File: src/hdl/link_format4_response_receiver_macros.svh
// Assertion helpers for the format-4 reply receiver.
`ifndef LINK_FORMAT4_RESPONSE_RECEIVER_MACROS_SVH
`define LINK_FORMAT4_RESPONSE_RECEIVER_MACROS_SVH

// Consequent must hold in the same cycle as the antecedent.
`define LF4RR_ASSERT_NOW(label, ante, cons, msg) \
  label: assert property (@(posedge clk) disable iff (!rst_n) (ante) |-> (cons)) \
    else $error(msg);

// Consequent must hold in the cycle after the antecedent.
`define LF4RR_ASSERT_NEXT(label, ante, cons, msg) \
  label: assert property (@(posedge clk) disable iff (!rst_n) (ante) |=> (cons)) \
    else $error(msg);

`endif

File: src/hdl/lf4rr_pkg.sv
package lf4rr_pkg;

  localparam logic [7:0] CH_STX = 8'h02;
  localparam logic [7:0] CH_ETX = 8'h03;
  localparam logic [7:0] CH_ACK = 8'h06;
  localparam logic [7:0] CH_NAK = 8'h15;

  localparam logic [2:0] PH_IDLE = 3'd0;
  localparam logic [2:0] PH_BODY = 3'd1;
  localparam logic [2:0] PH_SUM1 = 3'd2;
  localparam logic [2:0] PH_SUM2 = 3'd3;
  localparam logic [2:0] PH_TRL1 = 3'd4;
  localparam logic [2:0] PH_TRL2 = 3'd5;
  localparam logic [2:0] PH_ACKR = 3'd6;
  localparam logic [2:0] PH_NAKR = 3'd7;

  localparam logic [3:0] EV_HDR      = 4'd0;
  localparam logic [3:0] EV_PAY      = 4'd1;
  localparam logic [3:0] EV_OK       = 4'd2;
  localparam logic [3:0] EV_SUMERR   = 4'd3;
  localparam logic [3:0] EV_ACK      = 4'd4;
  localparam logic [3:0] EV_NAK      = 4'd5;
  localparam logic [3:0] EV_BADLEAD  = 4'd6;
  localparam logic [3:0] EV_TIMEOUT  = 4'd7;
  localparam logic [3:0] EV_OVERFLOW = 4'd8;

  localparam logic [11:0] HDR_BYTES   = 12'd4;
  localparam logic [11:0] ACK_REST    = 12'd6;
  localparam logic [11:0] NAK_REST    = 12'd8;
  localparam logic [11:0] NAK_CODE_HI = 12'd5;
  localparam logic [11:0] NAK_CODE_LO = 12'd6;

  localparam logic REG_MAX_FRAME = 1'b0;
  localparam logic REG_TIMEOUT   = 1'b1;

  localparam logic [11:0] MAX_FRAME_RST = 12'd256;
  localparam logic [7:0]  TIMEOUT_RST   = 8'd40;

  typedef struct packed {
    logic       is_tick;
    logic [7:0] data;
    logic       stx;
    logic       etx;
    logic       ack;
    logic       nak;
  } lf4rr_item_t;

  typedef struct packed {
    logic [11:0] max_frame;
    logic [7:0]  timeout;
  } lf4rr_cfg_t;

  typedef struct packed {
    logic [2:0] phase;
    logic       emit;
    logic [3:0] ev;
  } lf4rr_stat_t;

  function automatic logic [7:0] hex_upper(input logic [3:0] nib);
    if (nib < 4'd10) begin
      return 8'h30 + {4'h0, nib};
    end
    return 8'h37 + {4'h0, nib};
  endfunction

endpackage

File: src/hdl/lf4rr_front.sv
module lf4rr_front (
  input  logic                in_tvalid,
  output logic                in_tready,
  input  logic [7:0]          in_tdata,   // [7:0] rx_byte
  input  logic                in_tuser,   // [0] is_tick
  input  logic                q_full,
  output logic                push,
  output lf4rr_pkg::lf4rr_item_t push_item
);
  import lf4rr_pkg::*;

  assign in_tready = !q_full;
  assign push      = in_tvalid && !q_full;

  always_comb begin
    push_item.is_tick = in_tuser;
    push_item.data    = in_tdata;
    push_item.stx     = (in_tdata == CH_STX);
    push_item.etx     = (in_tdata == CH_ETX);
    push_item.ack     = (in_tdata == CH_ACK);
    push_item.nak     = (in_tdata == CH_NAK);
  end

endmodule

File: src/hdl/lf4rr_queue.sv
module lf4rr_queue (
  input  logic                   clk,
  input  logic                   rst_n,
  input  logic                   push,
  input  lf4rr_pkg::lf4rr_item_t push_item,
  input  logic                   pop,
  output logic                   q_valid,
  output logic                   q_full,
  output lf4rr_pkg::lf4rr_item_t q_item
);
  import lf4rr_pkg::*;

  lf4rr_item_t entries_r [2];
  logic        wr_ptr_r, wr_ptr_nxt;
  logic        rd_ptr_r, rd_ptr_nxt;
  logic [1:0]  count_r, count_nxt;

  assign q_valid = (count_r != 2'd0);
  assign q_full  = (count_r == 2'd2);
  assign q_item  = entries_r[rd_ptr_r];

  always_comb begin
    wr_ptr_nxt = push ? ~wr_ptr_r : wr_ptr_r;
    rd_ptr_nxt = pop ? ~rd_ptr_r : rd_ptr_r;
    count_nxt  = count_r + {1'b0, push} - {1'b0, pop};
  end

  always_ff @(posedge clk) begin
    if (!rst_n) begin
      wr_ptr_r <= 1'b0;
      rd_ptr_r <= 1'b0;
      count_r  <= 2'd0;
    end else begin
      wr_ptr_r <= wr_ptr_nxt;
      rd_ptr_r <= rd_ptr_nxt;
      count_r  <= count_nxt;
    end
  end

  always_ff @(posedge clk) begin
    if (push) begin
      entries_r[wr_ptr_r] <= push_item;
    end
  end

endmodule

File: src/hdl/lf4rr_back.sv
module lf4rr_back (
  input  logic                   clk,
  input  logic                   rst_n,
  input  lf4rr_pkg::lf4rr_cfg_t  cfg,
  input  logic                   q_valid,
  input  lf4rr_pkg::lf4rr_item_t q_item,
  output logic                   pop,
  output lf4rr_pkg::lf4rr_stat_t stat,
  output logic                   out_tvalid,
  input  logic                   out_tready,
  output logic [15:0]            out_tdata,  // [15:0] value
  output logic [3:0]             out_tuser   // [3:0] event_res
);
  import lf4rr_pkg::*;

  logic [2:0]  phase_r, phase_nxt;
  logic [11:0] cnt_r, cnt_nxt;
  logic [7:0]  sum_r, sum_nxt;
  logic [15:0] held_r, held_nxt;
  logic [7:0]  idle_r, idle_nxt;
  logic        out_valid_r;
  logic [3:0]  out_ev_r;
  logic [15:0] out_val_r;

  logic        back_ready;
  logic        emit;
  logic        go_idle;
  logic [3:0]  ev;
  logic [15:0] val;
  logic [11:0] cnt_inc;
  logic        sum_good;

  assign back_ready = !out_valid_r || out_tready;
  assign pop        = q_valid && back_ready;
  assign cnt_inc    = cnt_r + 12'd1;
  assign sum_good   = (held_r[7:0] == hex_upper(sum_r[7:4])) &&
                      (cnt_r[7:0] == hex_upper(sum_r[3:0]));

  always_comb begin
    phase_nxt = phase_r;
    cnt_nxt   = cnt_r;
    sum_nxt   = sum_r;
    held_nxt  = held_r;
    idle_nxt  = idle_r;
    emit      = 1'b0;
    go_idle   = 1'b0;
    ev        = EV_HDR;
    val       = 16'h0000;
    if (pop) begin
      if (q_item.is_tick) begin
        if (phase_r != PH_IDLE) begin
          if (idle_r >= cfg.timeout) begin
            go_idle = 1'b1;
            emit    = 1'b1;
            ev      = EV_TIMEOUT;
          end else begin
            idle_nxt = idle_r + 8'd1;
          end
        end
      end else begin
        idle_nxt = 8'd0;
        unique case (phase_r)
          PH_IDLE: begin
            if (q_item.stx) begin
              phase_nxt = PH_BODY;
              cnt_nxt   = 12'd0;
              sum_nxt   = 8'd0;
            end else if (q_item.ack) begin
              phase_nxt = PH_ACKR;
              cnt_nxt   = 12'd0;
            end else if (q_item.nak) begin
              phase_nxt = PH_NAKR;
              cnt_nxt   = 12'd0;
              held_nxt  = 16'h0000;
            end else begin
              emit = 1'b1;
              ev   = EV_BADLEAD;
              val  = {8'h00, q_item.data};
            end
          end
          PH_BODY: begin
            if (cnt_r >= cfg.max_frame) begin
              go_idle = 1'b1;
              emit    = 1'b1;
              ev      = EV_OVERFLOW;
            end else begin
              cnt_nxt = cnt_inc;
              sum_nxt = sum_r + q_item.data;
              if (q_item.etx) begin
                phase_nxt = PH_SUM1;
              end else begin
                emit = 1'b1;
                ev   = (cnt_inc <= HDR_BYTES) ? EV_HDR : EV_PAY;
                val  = {8'h00, q_item.data};
              end
            end
          end
          PH_SUM1: begin
            held_nxt  = {8'h00, q_item.data};
            phase_nxt = PH_SUM2;
          end
          PH_SUM2: begin
            cnt_nxt   = {4'h0, q_item.data};
            phase_nxt = PH_TRL1;
          end
          PH_TRL1: begin
            phase_nxt = PH_TRL2;
          end
          PH_TRL2: begin
            go_idle = 1'b1;
            emit    = 1'b1;
            if (sum_good) begin
              ev = EV_OK;
            end else begin
              ev  = EV_SUMERR;
              val = {held_r[7:0], cnt_r[7:0]};
            end
          end
          PH_ACKR: begin
            cnt_nxt = cnt_inc;
            if (cnt_inc >= ACK_REST) begin
              go_idle = 1'b1;
              emit    = 1'b1;
              ev      = EV_ACK;
            end
          end
          PH_NAKR: begin
            cnt_nxt = cnt_inc;
            if (cnt_inc == NAK_CODE_HI) begin
              held_nxt = {8'h00, q_item.data};
            end else if (cnt_inc == NAK_CODE_LO) begin
              held_nxt = {held_r[7:0], q_item.data};
            end else if (cnt_inc >= NAK_REST) begin
              go_idle = 1'b1;
              emit    = 1'b1;
              ev      = EV_NAK;
              val     = held_r;
            end
          end
          default: begin
            go_idle = 1'b1;
          end
        endcase
      end
      if (go_idle) begin
        phase_nxt = PH_IDLE;
        cnt_nxt   = 12'd0;
        sum_nxt   = 8'd0;
        held_nxt  = 16'h0000;
        idle_nxt  = 8'd0;
      end
    end
  end

  always_ff @(posedge clk) begin
    if (!rst_n) begin
      phase_r     <= PH_IDLE;
      cnt_r       <= 12'd0;
      sum_r       <= 8'd0;
      held_r      <= 16'h0000;
      idle_r      <= 8'd0;
      out_valid_r <= 1'b0;
    end else begin
      phase_r <= phase_nxt;
      cnt_r   <= cnt_nxt;
      sum_r   <= sum_nxt;
      held_r  <= held_nxt;
      idle_r  <= idle_nxt;
      if (back_ready) begin
        out_valid_r <= pop && emit;
      end
    end
  end

  always_ff @(posedge clk) begin
    if (pop && emit) begin
      out_ev_r  <= ev;
      out_val_r <= val;
    end
  end

  assign out_tvalid = out_valid_r;
  assign out_tdata  = out_val_r;
  assign out_tuser  = out_ev_r;

  always_comb begin
    stat.phase = phase_r;
    stat.emit  = pop && emit;
    stat.ev    = ev;
  end

endmodule

File: src/hdl/link_format4_response_receiver.sv
// Format-4 serial link reply receiver. Each input beat carries one received
// character, or a time tick when in_tuser is set; each output beat reports a
// header or payload byte, a good frame, a sum error with the received sum
// characters, an ACK, a NAK with its error code, a bad lead byte, a timeout
// or an overflow. Beats flow at one per clock unless the output stalls: a
// two-entry queue sits between the classifying front end and the frame state
// machine, and a registered output stage holds a waiting result while new
// beats fill the queue. Write the frame limit (index 0) and the timeout
// (index 1) only while no frame is in flight.
`include "link_format4_response_receiver_macros.svh"

module link_format4_response_receiver (
  input  logic        clk,
  input  logic        rst_n,
  input  logic        in_tvalid,
  output logic        in_tready,
  input  logic [7:0]  in_tdata,    // [7:0] rx_byte
  input  logic        in_tuser,    // [0] is_tick
  output logic        out_tvalid,
  input  logic        out_tready,
  output logic [15:0] out_tdata,   // [15:0] value
  output logic [3:0]  out_tuser,   // [3:0] event_res
  input  logic        cfg_valid,
  output logic        cfg_ready,
  input  logic        cfg_index,
  input  logic [11:0] cfg_data
);
  import lf4rr_pkg::*;

  logic        push;
  logic        pop;
  logic        q_valid;
  logic        q_full;
  lf4rr_item_t push_item;
  lf4rr_item_t q_item;
  lf4rr_stat_t stat;
  lf4rr_cfg_t  cfg;
  logic [11:0] max_frame_r;
  logic [7:0]  timeout_r;
  logic        body_ev;
  logic        close_ev;
  logic        quiet_ev;

  assign cfg_ready     = 1'b1;
  assign cfg.max_frame = max_frame_r;
  assign cfg.timeout   = timeout_r;

  always_ff @(posedge clk) begin
    if (!rst_n) begin
      max_frame_r <= MAX_FRAME_RST;
      timeout_r   <= TIMEOUT_RST;
    end else if (cfg_valid) begin
      unique case (cfg_index)
        REG_MAX_FRAME: max_frame_r <= cfg_data;
        REG_TIMEOUT:   timeout_r   <= cfg_data[7:0];
        default: ;
      endcase
    end
  end

  lf4rr_front u_front (
    .in_tvalid (in_tvalid),
    .in_tready (in_tready),
    .in_tdata  (in_tdata),
    .in_tuser  (in_tuser),
    .q_full    (q_full),
    .push      (push),
    .push_item (push_item)
  );

  lf4rr_queue u_queue (
    .clk       (clk),
    .rst_n     (rst_n),
    .push      (push),
    .push_item (push_item),
    .pop       (pop),
    .q_valid   (q_valid),
    .q_full    (q_full),
    .q_item    (q_item)
  );

  lf4rr_back u_back (
    .clk        (clk),
    .rst_n      (rst_n),
    .cfg        (cfg),
    .q_valid    (q_valid),
    .q_item     (q_item),
    .pop        (pop),
    .stat       (stat),
    .out_tvalid (out_tvalid),
    .out_tready (out_tready),
    .out_tdata  (out_tdata),
    .out_tuser  (out_tuser)
  );

  assign body_ev  = stat.emit && (stat.ev == EV_HDR || stat.ev == EV_PAY);
  assign close_ev = stat.emit && (stat.ev == EV_TIMEOUT || stat.ev == EV_OVERFLOW ||
                                  stat.ev == EV_NAK || stat.ev == EV_ACK);
  assign quiet_ev = out_tvalid && (out_tuser == EV_OK || out_tuser == EV_ACK ||
                                   out_tuser == EV_TIMEOUT || out_tuser == EV_OVERFLOW);

  `LF4RR_ASSERT_NOW(a_body_events, body_ev, stat.phase == PH_BODY, "data event outside frame body")
  `LF4RR_ASSERT_NEXT(a_end_idle, close_ev, stat.phase == PH_IDLE, "closing event left frame open")
  `LF4RR_ASSERT_NOW(a_zero_value, quiet_ev, out_tdata == 16'h0000, "value not zero for valueless event")

endmodule

File: config.mk
export PLATFORM = sky130hd
export DESIGN_NAME = link_format4_response_receiver
export DESIGN_NICKNAME = d
export VERILOG_FILES = /design/src/hdl/lf4rr_pkg.sv /design/src/hdl/lf4rr_front.sv /design/src/hdl/lf4rr_queue.sv /design/src/hdl/lf4rr_back.sv /design/src/hdl/link_format4_response_receiver.sv
export VERILOG_INCLUDE_DIRS = /design/src /design/src/hdl
export SDC_FILE = /design/constraint.sdc
export NUM_CORES = 1
export LEC_CHECK = 0
export BUFFER_PORTS_ARGS = -buffer_cell sky130_fd_sc_hd__buf_2
export CAP_MARGIN = 40
export CORE_ASPECT_RATIO = 0.6
export CORE_MARGIN = 3
export CORE_UTILIZATION = 55
export CTS_CLUSTER_SIZE = 28
export DETAILED_ROUTE_END_ITERATION = 10
export PLACE_DENSITY = 0.72
export SLEW_MARGIN = 10
export SYNTH_ARGS = -nofsm -noshare
export SYNTH_HDL_FRONTEND = slang
export SYNTH_HIERARCHICAL = 1
export SYNTH_SLANG_ARGS = --single-unit
export TNS_END_PERCENT = 100
File: constraint.sdc
create_clock -name clk -period 5.41 [get_ports clk]
set_clock_uncertainty 0.15 [all_clocks]
set_input_delay 0 -clock clk [delete_from_list [all_inputs] [get_ports clk]]
set_output_delay 0 -clock clk [all_outputs]
set_load 0.02 [all_outputs]
After elaboration in Yosys (flattened, before gate mapping)
Memory sizes are Yosys's and may differ from the RTL's. A register that Yosys moved wholly into a read port is not among the register bits. Cells that the tools add are included.

Register bits after elaboration: 92. Memory bits (writable): 26. Output and inout bits: 23. Memories kept: 1.

Memories: u_queue.entries_r (words 2, bits a word 13, rd ports 1, clocked after Yosys merged registers in 1, write ports 1, RTL line lf4rr_queue.sv:13) `lf4rr_item_t entries_r [2];`.

Add/subtract/negate cells: 9. $lt $le $gt $ge: 7. Equality and inequality tests: 27. Multiplexer cells: 85. Bitwise operators: 4. Reductions and logical operators: 23.

Operator list (count): 2-to-1 mux 16 bit (14); 2-to-1 mux 8 bit (14); 2-to-1 mux 12 bit (6); case mux 16 bit (4 select lines) (1); case mux 12 bit (4 select lines) (1); case mux 16 bit (3 select lines) (1); 2-to-1 mux 3 bit (11); 2-to-1 mux 4 bit (8); adder 6 x 4 -> 7 bit, first input constant (4); equality test 12 x 3 -> 1 bit, second input constant (2); 2-to-1 mux 1 bit (24); case mux 4 bit (5 select lines) (1); equality test 8 x 2 -> 1 bit, second input constant (2); equality test 8 bit (2); case mux 8 bit (2 select lines) (1); != test 3 x 2 -> 1 bit, second input constant (5); case mux 3 bit (5 select lines) (1); adder 12 x 1 -> 12 bit, second input constant (1); equality test 3 bit, second input constant (4); greater-or-equal comparator 12 bit (1); greater-or-equal comparator 12 x 3 -> 1 bit, second input constant (1); greater-or-equal comparator 12 x 4 -> 1 bit, second input constant (1); <= comparator 12 x 3 -> 1 bit, second input constant (1); AND reduction 5 bit (2); 33 further kinds (46).

Longest topological paths before layout
Word-level depth: 10. Gate-level depth with buffers: 12. Mapped depth without buffers: 11.

Cells and area by module
The synthesis kept the hierarchy.

Modules (own cells, without submodules): lf4rr_back (times used 1, cells each 557, area an instance 4788.3 um^2, sequential area each 1561.5 um^2); lf4rr_queue (times used 1, cells each 61, area an instance 1203.7 um^2, sequential area each 880.8 um^2); link_format4_response_receiver (times used 1, cells each 83, area an instance 799.5 um^2, sequential area each 400.4 um^2); lf4rr_front (times used 1, cells each 20, area an instance 155.1 um^2, sequential area each 0.0 um^2).

Worst setup path before layout
OpenSTA, ideal clock, no wires.

Path type: reg2reg. Start: register (tool-made name). End: register u_back.sum_r[7]. Arrival time: 2.848 ns. Setup slack: 2.354 ns. Stages on the path, launching flop included: 12. Period minus slack after synthesis: 3.056 ns. Cells stage by stage: dfxtp_1 buf_6 mux2_4 ha_1 and3_1 a2111o_1 a21o_1 a21oi_1 xor2_1 or4_1 a21oi_1 a21o_1.

RTL lines: to (signal assigned) (RTL line lf4rr_back.sv:166) `sum_r <= sum_nxt;`; to (decl) (RTL line lf4rr_back.sv:18) `logic [7:0] sum_r, sum_nxt;`.

==> impl_metrics.tcl <==
set metrics [dict create \
    outcome "completed" \
    htree_num_levels 4 \
    arrival_ns 3.57 \
    max_cap_violations 0 \
    hold_class "input pin to register" \
    cp-start-kind "register" \
    layout_common_cells "77 x nand2_1, 73 x dfxtp_1, 48 x buf_2" \
    dp.cells 896 \
    timing.final.crit_share 0.682 \
    syn-num-nets 784 \
    vias_per_cell 6.08 \
    cts_tree "built" \
    place_ws_ns 1.75 \
    ys_seq_area_frac 0.409 \
    min_period_ns 3.69 \
    num_antenna_cells 0 \
    clockBufferDepth 2 \
    dr.first_iter.drc_count 733 \
    p_per_area_nw_per_um2 386 \
    post-cts-setup-buffer-count 0 \
    die_h_um 93.1 \
    clk_pin_slew_ns 0.06 \
    p_leak_uw 0.00326 \
    synth_ff_type "dfxtp_1" \
    finalHoldViolCount 0 \
    drc_errors 0 \
    numPortBuffers 48 \
    rows 31 \
    antenna_found_initial 0 \
    ys_ff_latch 119 \
    synth_warnings 6 \
    rsz0062_at_grt "no" \
    drt_wl_total_mm 17.6 \
    syn_avg_cell_area_um2 9.63 \
    worst-path-max-fanout 20 \
    crit_chain "ha_1, nand4_1, nor2_1, a31oi_1, a211oi_4, nand2_4, a22o_1, o21ai_0, inv_1" \
    worst-setup-path-type "register to register" \
    crit_slowest_cell "dfxtp_1" \
    cts_sinks 119 \
    cts-root-buf "clkbuf_16" \
    grt_max_degree 64 \
    grt_pass1_vias 5456 \
    final_layout_size_suffix_gt1_frac 0.156 \
    dieArea_um2 14100 \
    insertion_delay_ns 0.41 \
    max_stage_delay_ns 0.63 \
    relSlewSlack 0.496 \
    hpwl_mm 12.4 \
    ant_nets 0 \
    grt_pass1_wl_mm 28.3 \
    synth_edf_count 46 \
    syn2layout_area_growth_pct 17.6 \
    netlist_instances 721 \
    start_util 0.570 \
    ios 50 \
    setup_viol 0 \
    core_area_um2 12200 \
    gp_congestion 0.948 \
    final_cells 959 \
    cts_made_buffers 17 \
    final_nets 844 \
    max_freq_mhz 271 \
    slew_violations 0 \
    async_flop_share 0 \
    setup_tns_ns 0 \
    drt-wirelength-per-cell_um 18.4 \
    worst_pin_slew_ns 0.756 \
    ir_drop_uv 252 \
    layout_commonest_cell "nand2_1" \
    syn_area_um2 6950 \
    synth_cell_type_count 78 \
    nFillCells 936 \
    setup_slack_ns 1.72 \
    die_w_um 151 \
    num_vias 5826 \
    grt_use_total 0.257 \
    worstSetupEndpointType "register" \
    required_ns 5.30 \
    grt-ovfl-total 0 \
    firstDrtPassIters 5 \
]
critical path, delay by kind of cell (launching register included):
| family | cells | cell delay, ns |
|---|---|---|
| buffers and inverters | 1 | 0.40 |
| adder cells (fa/ha/maj) | 1 | 0.37 |
| flip-flops | 1 | 0.63 |
| AO/OA/AOI/OAI | 4 | 1.20 |
| AND/OR/NAND/NOR | 3 | 0.55 |
layer usage:
| metal | wire (µm) | part of all wire | track usage |
|---|---|---|---|
| met5 | 0 | 0 | 0 |
| met4 | 151 | 0.0086 | 0.0739 |
| met3 | 1480 | 0.084 | 0.0460 |
| met2 | 7590 | 0.43 | 0.381 |
| met1 | 8380 | 0.48 | 0.383 |
final cells by class:
cell class,instances,area [µm²],share of cell area
clock inverter,15,225,0.0276
multi-input combinational,519,3710,0.455
sequential,119,2840,0.348
clock buffer,17,425,0.0521
tap,165,206,0.0253
timing repair buffer,85,607,0.0743
inverter,39,146,0.0179
power breakdown:
| part | switching (µW) | internal [µW] |
|---|---|---|
| clock network | 420 | 819 |
| registers | 82.4 | 1020 |
| logic | 508 | 309 |
| total | 1010 | 2150 |
path summary, 6_finish.rpt:
| path | slack (ns) | from | depth (start not counted) | to |
|---|---|---|---|---|
| worst min-delay path | 0.06 | rst_n | 3 | timeout_r[3] |
| worst max-delay path | 1.72 | u_back/cnt_r[1] | 9 | u_back/out_tdata[4] |
| worst min register to register | 0.31 | max_frame_r[1] | 2 | max_frame_r[1] |
| worst max register to register | 1.72 | u_back/cnt_r[1] | 9 | u_back/out_tdata[4] |
cell families after synthesis:
kind of cell / Yosys count / share of synthesized area
buffers and inverters: 83 / 0.0562
adder cells (fa/ha/maj): 36 / 0.0659
multiplexers: 37 / 0.0611
AND/OR/NAND/NOR: 257 / 0.203
other: 1 / 0.000540
AO/OA/AOI/OAI: 165 / 0.173
flip-flops: 119 / 0.409
XOR/XNOR: 23 / 0.0310
sequential cells by signal, summed over array words and instances, names as in the netlist, named ones only:
signal             flops
u_back/out_tuser       4
u_queue/rd_ptr_r       1
u_queue/entries_r     26
max_frame_r           12
timeout_r              8
u_back/sum_r           8
u_back/cnt_r          12
u_back/held_r         16
u_back/out_tdata      16
u_back/idle_r          8
u_back/phase_r         3
u_queue/wr_ptr_r       1
u_back/out_tvalid      1
u_queue/count_r        2
stage by stage:
step	instance area [µm²]	total power, µW	util	hold slack [ns]
6_report	8170	3160	0.671	0.0599
3_3_place_gp	7170	1840	0.589	0.0420
3_5_place_dp	7210	1890	0.592	0.0476
4_1_cts	8170	3150	0.671	0.0393
2_1_floorplan	6950	1660	-	-0.0325
5_1_grt	8170	3290	0.671	0.0840
synth_stat cells (all sizes together), types with 4 or more instances:
master / number / area [µm²]
and3: 26 / 163
o21a: 5 / 37.5
nor2: 32 / 120
o21ai: 33 / 165
a221o: 7 / 70.1
a31oi: 6 / 43.8
nand2b: 10 / 62.6
a22oi: 9 / 67.6
clkbuf: 19 / 71.3
mux2: 13 / 184
xnor2: 13 / 114
nor4: 8 / 80.1
a21oi: 30 / 150
nand4: 9 / 56.3
mux2i: 24 / 240
a21boi: 8 / 60.1
o211ai: 4 / 30.0
a21o: 6 / 45.0
nor2b: 20 / 133
nand3: 19 / 95.1
nand2: 78 / 300
ha: 35 / 438
dfxtp: 73 / 1460
buf: 25 / 173
a22o: 18 / 158
a31o: 12 / 114
a211oi: 5 / 62.6
or3: 7 / 48.8
edfxtp: 46 / 1380
and4: 4 / 37.5
inv: 39 / 146
nor3b: 5 / 42.5
nor3: 12 / 60.1
and2: 13 / 81.3
xor2: 9 / 78.8
timing repair:
action                                 in CTS  in global routing
gates resized for setup                     0                  0
endpoints found under the hold margin      48                  0
hold buffers                               31                  0
(Power assumes the default switching activity.)
